## src/rtl/core/grce_pkg.sv

```systemverilog
// Shared types, codes and pixel helpers for the glyph row color expander.
`timescale 1ns / 1ps
`default_nettype none

package grce_pkg;

	localparam int GLYPH_WIDTH_DEF = 16;

	typedef enum logic [1:0] {
		OP_OPAQUE      = 2'd0,
		OP_MASKED      = 2'd1,
		OP_TRANSPARENT = 2'd2
	} op_e;

	typedef enum logic [1:0] {
		FMT_ARGB1555 = 2'd0,
		FMT_RGB565   = 2'd1,
		FMT_BGR24    = 2'd2,
		FMT_XRGB32   = 2'd3
	} fmt_e;

	localparam logic [1:0] CFG_FRAME_BASE   = 2'd0;
	localparam logic [1:0] CFG_LINE_STRIDE  = 2'd1;
	localparam logic [1:0] CFG_PIXEL_FORMAT = 2'd2;

	typedef struct packed {
		logic [1:0]  opcode;
		logic [15:0] row_y;
		logic [15:0] col_x;
		logic [15:0] glyph_bits;
		logic [15:0] mask_bits;
		logic [24:0] fore_colour_0;
		logic [24:0] fore_colour_1;
		logic [24:0] back_colour_0;
		logic [24:0] back_colour_1;
	} in_item_t;

	typedef struct packed {
		logic [31:0] write_address;
		logic [31:0] write_data;
		logic [2:0]  write_bytes;
		logic        last_write;
	} out_item_t;

	// Item after the front end: line offset and colors already in target format
	typedef struct packed {
		logic [1:0]  opcode;
		logic [15:0] col_x;
		logic [15:0] glyph_bits;
		logic [15:0] mask_bits;
		logic [31:0] line_off;
		logic [23:0] fore_0;
		logic [23:0] fore_1;
		logic [23:0] back_0;
		logic [23:0] back_1;
	} front_t;

	// One pixel slot of the chain
	typedef struct packed {
		logic valid;
		logic fg;
		logic sel;
		logic last;
	} cell_t;

	function automatic logic [2:0] pix_bytes(fmt_e fmt);
		logic [2:0] n;
		case (fmt)
			FMT_ARGB1555, FMT_RGB565: n = 3'd2;
			FMT_BGR24:                n = 3'd3;
			default:                  n = 3'd4;
		endcase
		return n;
	endfunction

	// x times the pixel size in bytes
	function automatic logic [17:0] nb_scale(logic [15:0] x, fmt_e fmt);
		logic [17:0] r;
		case (fmt)
			FMT_ARGB1555, FMT_RGB565: r = {1'b0, x, 1'b0};
			FMT_BGR24:                r = {1'b0, x, 1'b0} + {2'b00, x};
			default:                  r = {x, 2'b00};
		endcase
		return r;
	endfunction

	function automatic logic [23:0] conv_colour(logic [24:0] c, fmt_e fmt);
		logic [23:0] r;
		case (fmt)
			FMT_ARGB1555: r = {8'd0, c[24], c[23:19], c[15:11], c[7:3]};
			FMT_RGB565:   r = {8'd0, c[23:19], c[15:10], c[7:3]};
			default:      r = c[23:0];
		endcase
		return r;
	endfunction

endpackage

`default_nettype wire

```

## src/rtl/core/glyph_row_color_expander_unit.sv

```systemverilog
// Top level of the glyph row color expander: config registers, cell chain, write output.
`timescale 1ns / 1ps
`default_nettype none

// Each accepted glyph row becomes up to GLYPH_WIDTH framebuffer pixel writes, one
// beat per cycle while out_ready is high, issued from the rightmost pixel (glyph
// bit 0) to the leftmost, with last_write set on the row's final write; rows that
// paint nothing give no beat. A row passes an input register and a multiply/convert
// stage, then is loaded in parallel into a chain of GLYPH_WIDTH pixel cells that
// shifts one cell per cycle into the output register unless the output stalls. A
// row holds the chain until its highest painted glyph bit moves out, and the next
// row loads in the cycle its last cell moves out. Configuration takes one write
// per cycle and must only change while idle.

module glyph_row_color_expander_unit
	import grce_pkg::*;
#(
	parameter int GLYPH_WIDTH = GLYPH_WIDTH_DEF
) (
	input  wire logic        clk,
	input  wire logic        arst_n,
	input  wire logic        cfg_valid,
	output logic             cfg_ready,
	input  wire logic [1:0]  cfg_index,
	input  wire logic [31:0] cfg_data,
	input  wire logic        in_valid,
	output logic             in_ready,
	input  wire in_item_t    in_item,
	output logic             out_valid,
	input  wire logic        out_ready,
	output out_item_t        out_item
);

	localparam int OW = $clog2(GLYPH_WIDTH);

	logic [31:0] frame_base_q;
	logic [15:0] line_stride_q;
	fmt_e        fmt_q;

	logic   s2_valid;
	logic   s2_ready;
	front_t s2_data;

	cell_t cell_q  [GLYPH_WIDTH+1];
	cell_t cell_ld [GLYPH_WIDTH];

	logic [GLYPH_WIDTH-1:0] bits_w;
	logic [GLYPH_WIDTH-1:0] mask_w;
	logic [GLYPH_WIDTH-1:0] emit_w;
	logic [GLYPH_WIDTH-1:0] sel_w;
	logic [GLYPH_WIDTH-1:0] last_w;
	logic [GLYPH_WIDTH-1:0] last_vec;
	logic                   busy_tail;
	logic                   shift_en;
	logic                   load_en;

	logic [OW-1:0] off_q;
	logic [31:0]   base_q;
	logic [23:0]   fore0_q;
	logic [23:0]   fore1_q;
	logic [23:0]   back0_q;
	logic [23:0]   back1_q;

	logic [31:0] head_addr;
	logic [23:0] head_data;
	out_item_t   out_q;
	logic        out_valid_q;

	// Config registers
	assign cfg_ready = 1'b1;

	always_ff @(posedge clk or negedge arst_n) begin
		if (!arst_n) begin
			frame_base_q  <= '0;
			line_stride_q <= '0;
			fmt_q         <= FMT_XRGB32;
		end else if (cfg_valid && cfg_ready) begin
			case (cfg_index)
				CFG_FRAME_BASE:   frame_base_q  <= cfg_data;
				CFG_LINE_STRIDE:  line_stride_q <= cfg_data[15:0];
				CFG_PIXEL_FORMAT: fmt_q         <= fmt_e'(cfg_data[1:0]);
				default: ;
			endcase
		end
	end

	grce_front u_front (
		.clk         (clk),
		.arst_n      (arst_n),
		.in_valid    (in_valid),
		.in_ready    (in_ready),
		.in_item     (in_item),
		.fmt         (fmt_q),
		.line_stride (line_stride_q),
		.s2_valid    (s2_valid),
		.s2_ready    (s2_ready),
		.s2_data     (s2_data)
	);

	// Per-pixel load values; last marks the highest painted bit
	always_comb begin
		bits_w = GLYPH_WIDTH'(s2_data.glyph_bits);
		mask_w = GLYPH_WIDTH'(s2_data.mask_bits);
		sel_w  = '0;
		case (op_e'(s2_data.opcode))
			OP_OPAQUE:      emit_w = '1;
			OP_MASKED: begin
				emit_w = '1;
				sel_w  = mask_w;
			end
			OP_TRANSPARENT: emit_w = bits_w;
			default:        emit_w = '0;
		endcase
		for (int i = 0; i < GLYPH_WIDTH; i++) begin
			last_w[i]        = emit_w[i] & ~|(emit_w >> (i + 1));
			cell_ld[i].valid = emit_w[i];
			cell_ld[i].fg    = bits_w[i];
			cell_ld[i].sel   = sel_w[i];
			cell_ld[i].last  = last_w[i];
		end
	end

	always_comb begin
		busy_tail = 1'b0;
		for (int i = 1; i < GLYPH_WIDTH; i++) begin
			busy_tail = busy_tail | cell_q[i].valid;
		end
		for (int i = 0; i < GLYPH_WIDTH; i++) begin
			last_vec[i] = cell_q[i].valid & cell_q[i].last;
		end
	end

	assign shift_en = !cell_q[0].valid || !out_valid_q || out_ready;
	assign load_en  = s2_valid && !busy_tail && shift_en;
	assign s2_ready = load_en;

	assign cell_q[GLYPH_WIDTH] = '0;

	for (genvar g = 0; g < GLYPH_WIDTH; g++) begin : g_cell
		grce_cell u_cell (
			.clk      (clk),
			.arst_n   (arst_n),
			.shift    (shift_en),
			.load     (load_en),
			.load_val (cell_ld[g]),
			.next_val (cell_q[g+1]),
			.value    (cell_q[g])
		);
	end

	// Row context shared by the cells of the row in the chain
	always_ff @(posedge clk) begin
		if (load_en) begin
			base_q  <= frame_base_q + s2_data.line_off + 32'(nb_scale(s2_data.col_x, fmt_q));
			fore0_q <= s2_data.fore_0;
			fore1_q <= s2_data.fore_1;
			back0_q <= s2_data.back_0;
			back1_q <= s2_data.back_1;
		end
	end

	// Pixel offset of the head cell within the row
	always_ff @(posedge clk or negedge arst_n) begin
		if (!arst_n) begin
			off_q <= '0;
		end else if (load_en) begin
			off_q <= OW'(GLYPH_WIDTH - 1);
		end else if (shift_en) begin
			off_q <= off_q - 1'b1;
		end
	end

	always_comb begin
		head_addr = base_q + 32'(nb_scale(16'(off_q), fmt_q));
		case ({cell_q[0].fg, cell_q[0].sel})
			2'b11:   head_data = fore1_q;
			2'b10:   head_data = fore0_q;
			2'b01:   head_data = back1_q;
			default: head_data = back0_q;
		endcase
	end

	// Output register
	always_ff @(posedge clk or negedge arst_n) begin
		if (!arst_n) begin
			out_valid_q <= 1'b0;
		end else if (shift_en && cell_q[0].valid) begin
			out_valid_q <= 1'b1;
		end else if (out_ready) begin
			out_valid_q <= 1'b0;
		end
	end

	always_ff @(posedge clk) begin
		if (shift_en && cell_q[0].valid) begin
			out_q.write_address <= head_addr;
			out_q.write_data    <= 32'(head_data);
			out_q.write_bytes   <= pix_bytes(fmt_q);
			out_q.last_write    <= cell_q[0].last;
		end
	end

	assign out_valid = out_valid_q;
	assign out_item  = out_q;

`ifndef SYNTH
	// The chain never holds more than one row end
	a_one_row_end: assert property (@(posedge clk) disable iff (!arst_n)
		$countones(last_vec) <= 1)
		else $error("chain holds more than one last cell");

	// A row end at the head has nothing painted behind it
	a_end_at_head: assert property (@(posedge clk) disable iff (!arst_n)
		(cell_q[0].valid && cell_q[0].last) |-> !busy_tail)
		else $error("valid cells behind the last cell of a row");

	// A load restarts the pixel offset at the rightmost pixel
	a_off_restart: assert property (@(posedge clk) disable iff (!arst_n)
		load_en |=> (off_q == OW'(GLYPH_WIDTH - 1)))
		else $error("pixel offset not restarted on load");
`endif

endmodule

`default_nettype wire

```

## src/rtl/core/grce_cell.sv

```systemverilog
// One pixel slot of the expansion chain: parallel load, shift toward the head.
`timescale 1ns / 1ps
`default_nettype none

module grce_cell
	import grce_pkg::*;
(
	input  wire logic  clk,
	input  wire logic  arst_n,
	input  wire logic  shift,
	input  wire logic  load,
	input  wire cell_t load_val,
	input  wire cell_t next_val,
	output cell_t      value
);

	cell_t state_q;

	always_ff @(posedge clk or negedge arst_n) begin
		if (!arst_n) begin
			state_q <= '0;
		end else if (load) begin
			state_q <= load_val;
		end else if (shift) begin
			state_q <= next_val;
		end
	end

	assign value = state_q;

endmodule

`default_nettype wire

```

## src/rtl/core/grce_front.sv

```systemverilog
// Front end: input register, line offset multiply and color conversion.
`timescale 1ns / 1ps
`default_nettype none

module grce_front
	import grce_pkg::*;
(
	input  wire logic  clk,
	input  wire logic  arst_n,
	input  wire logic  in_valid,
	output logic       in_ready,
	input  wire in_item_t in_item,
	input  wire fmt_e  fmt,
	input  wire logic [15:0] line_stride,
	output logic       s2_valid,
	input  wire logic  s2_ready,
	output front_t     s2_data
);

	in_item_t s1_q;
	logic     valid_s1;
	logic     valid_s2;
	front_t   data_s2;
	front_t   nx_s2;
	logic     move_s1;

	assign move_s1  = valid_s1 && (!valid_s2 || s2_ready);
	assign in_ready = !valid_s1 || move_s1;

	always_comb begin
		nx_s2.opcode     = s1_q.opcode;
		nx_s2.col_x      = s1_q.col_x;
		nx_s2.glyph_bits = s1_q.glyph_bits;
		nx_s2.mask_bits  = s1_q.mask_bits;
		nx_s2.line_off   = 32'(line_stride) * 32'(s1_q.row_y);
		nx_s2.fore_0     = conv_colour(s1_q.fore_colour_0, fmt);
		nx_s2.fore_1     = conv_colour(s1_q.fore_colour_1, fmt);
		nx_s2.back_0     = conv_colour(s1_q.back_colour_0, fmt);
		nx_s2.back_1     = conv_colour(s1_q.back_colour_1, fmt);
	end

	always_ff @(posedge clk or negedge arst_n) begin
		if (!arst_n) begin
			valid_s1 <= 1'b0;
			valid_s2 <= 1'b0;
		end else begin
			if (in_valid && in_ready) begin
				valid_s1 <= 1'b1;
			end else if (move_s1) begin
				valid_s1 <= 1'b0;
			end
			if (move_s1) begin
				valid_s2 <= 1'b1;
			end else if (s2_ready) begin
				valid_s2 <= 1'b0;
			end
		end
	end

	always_ff @(posedge clk) begin
		if (in_valid && in_ready) begin
			s1_q <= in_item;
		end
		if (move_s1) begin
			data_s2 <= nx_s2;
		end
	end

	assign s2_valid = valid_s2;
	assign s2_data  = data_s2;

endmodule

`default_nettype wire
```

## config.mk

```make
export PLATFORM = sky130hd
export DESIGN_NAME = glyph_row_color_expander_unit
export DESIGN_NICKNAME = d
export VERILOG_FILES = /design/src/rtl/core/grce_pkg.sv /design/src/rtl/core/glyph_row_color_expander_unit.sv /design/src/rtl/core/grce_cell.sv /design/src/rtl/core/grce_front.sv
export SDC_FILE = /design/constraint.sdc
export NUM_CORES = 1
export LEC_CHECK = 0
export BUFFER_PORTS_ARGS = -buffer_cell sky130_fd_sc_hd__buf_4
export CAP_MARGIN = 20
export CORE_ASPECT_RATIO = 1.1
export CORE_MARGIN = 3
export CORE_UTILIZATION = 60
export CTS_CLUSTER_SIZE = 14
export DETAILED_ROUTE_END_ITERATION = 10
export PLACE_DENSITY = 0.8
export SETUP_SLACK_MARGIN = 0.5
export SLEW_MARGIN = 25
export SYNTH_ARGS = -nofsm -noshare
export SYNTH_HDL_FRONTEND = slang
export SYNTH_HIERARCHICAL = 1
export SYNTH_SLANG_ARGS = --single-unit
```

## constraint.sdc

```tcl
create_clock -name clk -period 33.4 [get_ports clk]
set_input_delay 1.67 -clock clk [delete_from_list [all_inputs] [get_ports clk]]
set_output_delay 1.67 -clock clk [all_outputs]
set_load 0.01 [all_outputs]
```

# ---- After elaboration in Yosys (flattened, before gate mapping)
# Cells that the tools add are included.
dict set report totals {
  inputBits 205
  ff_bits 653
  wordCells 249
  output_inout_bits 71
}
dict set report op_classes {
  n_reduce_logical 55
  bitwise_logic 29
  multipliers 1
  n_eq_ne 9
  muxes 51
  n_addsub 6
}
# op n
set op_table {}
lappend op_table {{24-bit one-hot mux with 2 select lines} 4}
lappend op_table {{4-bit two-way mux} 34}
lappend op_table {{24-bit one-hot mux with 3 select lines} 1}
lappend op_table {{32-bit by 18-bit adder with 32-bit output} 2}
lappend op_table {{18-bit one-hot mux with 2 select lines} 1}
lappend op_table {{32-bit adder} 1}
lappend op_table {{16-bit by 16-bit multiplier with 32-bit output} 1}
lappend op_table {{16-bit one-hot mux with 2 select lines} 1}
lappend op_table {{1-bit logical NOT} 20}
lappend op_table {{17-bit by 16-bit adder with 18-bit output} 1}
lappend op_table {{18-bit two-way mux} 1}
lappend op_table {{16-bit two-way mux} 1}
lappend op_table {{1-bit bitwise AND} 15}
lappend op_table {{15-bit OR reduction} 1}
lappend op_table {{1-bit bitwise OR} 14}
lappend op_table {{14-bit OR reduction} 1}
lappend op_table {{13-bit OR reduction} 1}
lappend op_table {{6-bit one-hot mux with 2 select lines} 1}
lappend op_table {{12-bit OR reduction} 1}
lappend op_table {{11-bit OR reduction} 1}
lappend op_table {{2-bit equality test (second input constant)} 5}
lappend op_table {{10-bit OR reduction} 1}
lappend op_table {{9-bit OR reduction} 1}
lappend op_table {{2-bit by 1-bit equality test with 1-bit output (second input constant)} 4}
lappend op_table {{16 further kinds} 37}

# ---- Longest topological paths before layout
# Gate-level depths: netlist of the first run.
dict set report logic_depth {
  ltp_word 22
  depth_mapped 22
}

# ---- Modules after synthesis
# Netlist of the first run, hierarchy kept.
# mod area_each_um2 seq_area_each_um2 cells_per_inst instances
set by_module_without_submodules {}
lappend by_module_without_submodules {grce_front 20343.3 10380.0 1549 1}
lappend by_module_without_submodules {glyph_row_color_expander_unit 12853.6 7024.2 1006 1}
lappend by_module_without_submodules {grce_cell 186.4 100.1 17 16}

# ---- Worst setup path after synthesis of the first run
# Ideal clock, no wire load.
dict set report synth_path {
  path_type {input-to-reg}
  from {input port out_ready}
  to {register u_front.data_s2 (netlist bit u_front/s2_data[0]) (enable)}
  arrival_time_ps 11532
  path_slack_ps 21307
  path_buffers 0
  required_ps 32840
  path_stages 6
  path_cell_list {nand3b_1 > and3_1 > nand3_1 > inv_1 > nand2b_1 > and2_1}
}
dict set report synth_via {
  elab_chain_len 4
}
# element line_no
set synth_rtl {}
lappend synth_rtl {{start, declared} glyph_row_color_expander_unit.sv:30} ;# input wire logic out_ready,
lappend synth_rtl {{1-bit logical OR} glyph_row_color_expander_unit.sv:133} ;# assign shift_en = !cell_q[0].valid || !out_valid_q || out_ready;
lappend synth_rtl {{1-bit logical AND} glyph_row_color_expander_unit.sv:134} ;# assign load_en = s2_valid && !busy_tail && shift_en;
lappend synth_rtl {{net load_en} glyph_row_color_expander_unit.sv:55} ;# logic load_en;
lappend synth_rtl {{1-bit logical OR} grce_front.sv:27} ;# assign move_s1 = valid_s1 && (!valid_s2 || s2_ready);
lappend synth_rtl {{1-bit logical AND} grce_front.sv:27}
lappend synth_rtl {{net u_front.move_s1} grce_front.sv:25} ;# logic move_s1;
lappend synth_rtl {{end signal, assigned} grce_front.sv:65} ;# data_s2 <= nx_s2;
lappend synth_rtl {{end, declared} grce_front.sv:23} ;# front_t data_s2;
# The timed path passes the listed nets, and every way through them passes these cells.
# A chain may end at the register's enable or synchronous reset.

==> out/qor.txt, run 1 <==
====================================================================================================
Number of hold buffers added after cts ................................................            0
Via Count .............................................................................        22680
Mean cell area of the mapped netlist ..................................................    12.80 um2
Final Non-Filler Cells ................................................................         3889
Final number of max-transition violations .............................................            0
Per-cell routed wire length ...........................................................     20.92 um
Power density over the cells .......................................................... 109.9 nW/um2
Number of buffers inserted during clock tree synthesis ................................           67
Worst setup slack for register-to-register paths ......................................     27000 ps
Buf/Inv on CP .........................................................................            3
Yosys warnings ........................................................................            6
Post-route setup TNS ..................................................................         0 ps
Post-Syn Area .........................................................................    36180 um2
Path class of the lowest-slack min-delay path ......................................... flip-flop to flip-flop
TritonCTS clock tree ..................................................................         done
Nature of the critical path endpoint ..................................................    flip-flop
Number of detailed-routing iterations run before antenna repair .......................            6
Sw frac ...............................................................................       0.4239
Clock Latency Late Sink ...............................................................       610 ps
Final #Nets ...........................................................................         3673
Leak ..................................................................................     17.08 nW
Number of placement rows ..............................................................           93
Number of buffers on the longest clock path ...........................................            3
Remaining DRCs ........................................................................            0
Number of resized instances in the post-cts repair step ...............................            0
Total Die Area ........................................................................    63290 um2
Slew of the pin with the lowest slew margin ...........................................      1014 ps
Clock-pin slew reported for the worst setup and hold paths after clock tree synthesis .        60 ps
Portion of total power attributed to sequential cells .................................        0.262
Max stage delay cell, worst path ......................................................      dfrtp_1
Core area .............................................................................    59110 um2
Vias per std cell .....................................................................        5.831
Worst setup path class ................................................................ flip-flop to flip-flop
Clock network fraction of design power ................................................        0.167
Critical path peak fanout .............................................................           17
Sequential share of the synthesized area ..............................................       0.5253
Final Hold Fails ......................................................................            0
Unrepaired setup endpoints after global routing .......................................        false
H-Tree Level Count ....................................................................            3
Clock tree skew after final layout ....................................................     28.17 ps
Starting density of the core ..........................................................       0.6121
Count of buffers from port buffering ..................................................          266
Crit-path max cell delay ..............................................................       820 ps
Final critical path time including I/O delays and setup ...............................      6396 ps
Final setup fails .....................................................................            0
Weighted congestion at the end of routability-driven global placement .................       0.8781
Die width .............................................................................     240.1 um
Total length of routed wires ..........................................................     81380 um
Total grt overflow ....................................................................            0
Antenna violations before repair ......................................................            8
Detailed placer's ending HPWL .........................................................     56430 um
Sinks on the clock net ................................................................          653
Endpoint arrival time on the critical path ............................................      6750 ps
Antenna-violating nets left ...........................................................            0
Kind of cell with the highest combined delay on the critical path .....................  adder cells
EDFF count, synth .....................................................................          532
Number of placed cells counting well taps .............................................         3765
# IOs .................................................................................          276
Required time of the critical path ....................................................     33760 ps
Maximum vdd drop ......................................................................    0.1719 mV
Yosys reg bits ........................................................................          653
Initial DRC count .....................................................................         1762
Max-slew headroom .....................................................................       0.3241
Global-route usage over all layers ....................................................       0.2618
FFs w/ async S/R, synth ...............................................................       0.1853
Global-route wire length before repair ................................................    128500 um
Net load switching power ..............................................................   0.001909 W
Unique cell type count in the Yosys netlist ...........................................           83
Status ................................................................................    completed
Vias in the first global route ........................................................        23930
Fmax ..................................................................................    156.4 MHz
Most frequent cell on the critical path ...............................................         fa_1
Number of instances in the synthesized netlist ........................................         2827
Relative contribution of combinational cells to total power ...........................        0.571
Internal power summed over all cells ..................................................   0.002594 W
Largest net degree at the start of global routing .....................................          168
Dominant synthesized flop cell ........................................................     edfxtp_1
Worst Setup Start Kind ................................................................    flip-flop
CP cell instances ..................................................................... nand2_1 -> fa_1 -> fa_1 -> inv_1 -> fa_1 -> fa_1 -> fa_1 -> inv_1 -> fa_1 -> inv_1 -> ha_1 -> a21oi_1 -> o21ai_1 -> a21oi_1 -> o22ai_1 -> o21bai_1 -> or4_1 -> and4_1
Fin crit share ........................................................................       0.1915
Area added between synthesis and finish ...............................................       13.22%
DIE HEIGHT ............................................................................     263.5 um
Fraction of final layout cells sized beyond drive strength 1 ..........................       0.1574
Clock Root Buffer .....................................................................    clkbuf_16
Number of violations of the max-capacitance limit .....................................            0
Post-CTS Setup Bufs ...................................................................            0
====================================================================================================
==> metal layers <==
metal / share of wire / wire length [um] / global-route usage / vias to the layer above
li1: - / - / - / 10240
met4: 0.032 / 2607 / 0.09522 / 8
met3: 0.069 / 5645 / 0.04746 / 186
met5: 0.00066 / 54 / 0 / -
met2: 0.51 / 41340 / 0.4498 / 827
met1: 0.39 / 31730 / 0.3340 / 11420
==> cell usage after synthesis (all sizes together), types with 31 or more instances <==
library cell,n,area share
edfxtp,532,0.44
nand2,319,0.033
inv,295,0.031
fa,216,0.12
ha,176,0.061
and2,173,0.030
o21ai,164,0.023
dfrtp,119,0.082
mux2i,113,0.031
clkbuf,74,0.0077
a21oi,73,0.010
nor2,68,0.0071
xnor2,67,0.016
mux2,62,0.019
buf,37,0.0083
a21o,31,0.0064
==> final cells by class <==
type                       instances  area [um2]
clock inverter                    31       382.9
timing repair buffer             280        2133
sequential                       653       19020
inverter                         295        1115
tap                              760       950.9
fill                            3996       18150
multi-input combinational       1779       15540
antenna                            4       10.01
clock buffer                      87        1813
==> power by group through the flow <==
| stage | combinational [W] | clock, W | sequential [W] |
|---|---|---|---|
| after floorplan | 0.00191 | 0 | 0.00115 |
| after global placement | 0.00245 | 0 | 0.00120 |
| after detailed placement | 0.00251 | 0 | 0.00120 |
| after CTS | 0.00255 | 0.000764 | 0.00119 |
| after global routing | 0.00286 | 0.000795 | 0.00119 |
| final | 0.00257 | 0.000751 | 0.00118 |
==> worst paths after layout <==
check                                                   start                                endpoint  cells after the start
worst max-delay path            line_stride_q[14]$_DFFE_PN0P_          u_front/s2_data[124]$_DFFE_PP_                     18
min in group asynchronous                              arst_n  g_cell[12].u_cell/value[2]$_DFFE_PN0P_                      1
max in group asynchronous                              arst_n   g_cell[0].u_cell/value[2]$_DFFE_PN0P_                      2
worst min register to register   u_front/nx_s2[153]$_DFFE_PP_          u_front/s2_data[153]$_DFFE_PP_                      0
worst max register to register  line_stride_q[14]$_DFFE_PN0P_          u_front/s2_data[124]$_DFFE_PP_                     18
worst min-delay path             u_front/nx_s2[153]$_DFFE_PP_          u_front/s2_data[153]$_DFFE_PP_                      0
==> cell families after synthesis <==
group | share of synthesized area
compound gates | 0.06101
xor+xnor | 0.02276
fa+ha+maj | 0.1804
buf+inv | 0.04658
flops | 0.5253
mux | 0.06550
other cells | 0.0002076
simple gates | 0.09825
==> stage by stage <==
step | setup slack [ps] | instance area [um2] | total power [W] | hold slack, ps | utilization
global placement | 26630 | 38710 | 0.003649 | 401.0 | 0.6548
finish | 27000 | 40960 | 0.004503 | 401.9 | 0.6930
detailed placement | 26470 | 38710 | 0.003714 | 404.5 | 0.6549
global route | 26710 | 40950 | 0.004851 | 405.4 | 0.6928
floorplan | 21310 | 36220 | 0.003068 | 400.3 | -
CTS | 27040 | 40910 | 0.004498 | 394.6 | 0.6920
==> sequential cells by signal, summed over array words and instances, names as in the netlist, 2 cells and up <==
name / count
fmt_q: 2
back1_q: 24
off_q: 4
u_front/s1_q: 116
g_cell.u_cell/value: 64
frame_base_q: 32
base_q: 32
fore0_q: 24
line_stride_q: 16
out_item: 60
fore1_q: 24
back0_q: 24
u_front/s2_data: 178
u_front/nx_s2: 50
==> worst register-to-register path: cells and delay by family, from the launching register on <==
family | cells | cell delay, ps
flip-flops | 1 | 820
adder cells (fa/ha/maj) | 7 | 3460
buffers and inverters | 3 | 150
AO/OA/AOI/OAI | 5 | 850
AND/OR/NAND/NOR | 3 | 880
==> placed cells by master, fill, tap and decap left out, drive strengths merged, types with 11 or more instances in the layout <==
master / n
a21o: 31
a21oi: 73
and2: 173
and3: 21
buf: 280
clkbuf: 87
clkinv: 16
conb: 13
dfrtp: 119
edfxtp: 532
fa: 216
ha: 176
inv: 299
mux2: 62
mux2i: 113
mux4: 24
nand2: 319
nand2b: 19
nand3: 30
nand4: 12
nor2: 68
nor2b: 16
nor3: 23
nor4: 11
o211ai: 11
o21a: 18
o21ai: 164
xnor2: 67
xor2: 27
No activity file was read; power rests on OpenSTA's default activity.
==> run 2, diff against run 1 <==
Settings changed: CORE_UTILIZATION 60 to 55, PLACE_DENSITY 0.8 to 0.77.
Clock period 33.4 ns to 5.15 ns, I/O delays scaled along.
==> run 2 against run 1 <==
Effect of this change:
- clock skew is 6.9 ps higher
- non-clock buffer count is 413 higher
- global-route usage up 0.37 points
- sequential share of layout area shrank 5.1 points
- worst hold slack got worse by 280 ps
- the run now ends with setup timing left
- final cell count rose by 13%
- worst setup slack got worse by 28000 ps
- design area is 12% higher
- highest routed layer unchanged
- register-to-register slack got worse by 28000 ps
==> out/qor.txt, run 2 (synthesis results as in run 1) <==
====================================================================================================
Slew of the pin with the lowest slew margin ...........................................      1018 ps
Launch instance of the worst register-to-register path ................................ u_front/s1_q[152]$_DFFE_PP_
Max reg flops .........................................................................          178
Post-route setup TNS ..................................................................     -8509 ps
Critical path origin .................................................................. u_front/s1_q[152]$_DFFE_PP_
Total Die Area ........................................................................    68900 um2
Critical path peak fanout .............................................................            5
Worst Slack Setup Final ...............................................................    -602.9 ps
Largest net degree at the start of global routing .....................................          208
Status ................................................................................ complete, but fails checks
Die width .............................................................................     250.5 um
Vias per std cell .....................................................................        5.564
Via Count .............................................................................        24440
Final critical path time including I/O delays and setup ...............................      5753 ps
Final Non-Filler Cells ................................................................         4392
Number of placement rows ..............................................................           97
Initial DRC count .....................................................................         1906
Number of buffers on the longest clock path ...........................................            3
Commonest non-fill, non-tap cells in the layout ....................................... edfxtp_1, buf_4, nand2_1
Clock-pin slew reported for the worst setup and hold paths after clock tree synthesis .        60 ps
Required time of the critical path ....................................................      5520 ps
Clock tree skew after final layout ....................................................     35.03 ps
Total length of routed wires ..........................................................     91220 um
Number of placed cells counting well taps .............................................         4001
Nature of the critical path endpoint ..................................................    flip-flop
Endpoint arrival time on the critical path ............................................      6130 ps
Antenna-violating nets left ...........................................................            0
Sinks on the clock net ................................................................          653
Fmax ..................................................................................    173.8 MHz
# IOs .................................................................................          276
DIE HEIGHT ............................................................................     275.0 um
Path class of the lowest-slack min-delay path ......................................... primary input to flip-flop
Count of buffers from port buffering ..................................................          266
Worst Setup Start Kind ................................................................    flip-flop
Remaining DRCs ........................................................................            0
Hold_sp ............................................................................... cfg_index[0]
Final setup fails .....................................................................           19
Vias in the first global route ........................................................        26050
Fin crit share ........................................................................        1.117
Commonest non-fill, non-tap cell in the layout ........................................     edfxtp_1
Global-route usage over all layers ....................................................       0.2656
Starting density of the core ..........................................................       0.5614
Antenna violations before repair ......................................................           13
Final number of max-transition violations .............................................            0
Final Hold Fails ......................................................................            0
Total grt overflow ....................................................................            0
Unrepaired setup endpoints after global routing .......................................         true
Worst setup path class ................................................................ flip-flop to flip-flop
Max-slew headroom .....................................................................       0.3212
H-Tree Level Count ....................................................................            3
Per-cell routed wire length ...........................................................     20.77 um
Weighted congestion at the end of routability-driven global placement .................       0.8890
Fraction of final layout cells sized beyond drive strength 1 ..........................       0.2485
Hold Slack ............................................................................     119.5 ps
Global-route wire length before repair ................................................    141700 um
Number of buffers inserted during clock tree synthesis ................................           70
TritonCTS clock tree ..................................................................         done
Setup slack after placement ...........................................................    -613.0 ps
Area added between synthesis and finish ...............................................       27.27%
Detailed placer's ending HPWL .........................................................     60460 um
Clock Root Buffer .....................................................................    clkbuf_16
Clock Latency Late Sink ...............................................................       640 ps
Core area .............................................................................    64450 um2
Number of violations of the max-capacitance limit .....................................            0
Number of detailed-routing iterations run before antenna repair .......................            5
Final #Nets ...........................................................................         4089
Violated checks ....................................................................... setup timing
====================================================================================================
## run 2: final cells by class
class                           instances  area, um2
Fill cell                            4132      18400
Sequential cell                       653      19020
Multi-Input combinational cell       1779      16530
Timing Repair Buffer                  693       6055
Tap cell                              841       1052
Inverter                              295       1111
Clock inverter                         40      426.7
Antenna cell                            6      15.01
Clock buffer                           85       1838
## run 2: stage by stage
step                      instance area [um2]    util
final                                   46050  0.7145
after global routing                    46040  0.7143
after CTS                               45530  0.7065
after detailed placement                40520  0.6288
after global placement                  40520  0.6288
after floorplan                         36760       -
## run 2: critical path: stages, from the launching register on
cell	delay (ps)
edfxtp_1	460
buf_6	170
buf_6	110
buf_6	100
and2_4	130
fa_1	520
inv_1	50
fa_1	480
inv_1	50
fa_1	530
fa_1	440
fa_1	490
inv_1	50
fa_1	490
inv_2	50
ha_4	270
and3_4	170
a311oi_2	340
o31ai_4	160
nor2b_4	150
a311oi_2	250
xnor2_1	90
## run 2: per-layer routing
metal	vias to the layer above	global-route usage	wire (um)
li1	11090	-	-
met1	12280	0.3265	34750
met2	843	0.4671	47000
met3	220	0.05011	5760
met4	12	0.1049	3643
met5	-	0	69
## run 2: worst paths after layout
kind	end	slack, ps	cells after the start
worst max-delay path	u_front/s2_data[121]$_DFFE_PP_	-600	21
worst min-delay path	fmt_q[1]$_DFFE_PN1P_	120	3
worst max register to register	u_front/s2_data[121]$_DFFE_PP_	-600	21
worst min register to register	u_front/s2_data[176]$_DFFE_PP_	400	0
max in group asynchronous	line_stride_q[5]$_DFFE_PN0P_	4010	3
min in group asynchronous	g_cell[9].u_cell/value[2]$_DFFE_PN0P_	340	3
## run 2: what timing repair did
action / in CTS / in global routing
hold buffers: 202 / 0
gates resized for setup: 102 / 68
buffers inserted: 33 / 25
hold endpoints to repair: 286 / 0
setup endpoints to repair: 39 / 41
gates cloned: 0 / 0
pin swaps: 55 / 57
Power of run 2 is not shown: default switching activity piles up to over one toggle a cycle in this logic, so the estimate is an artifact.
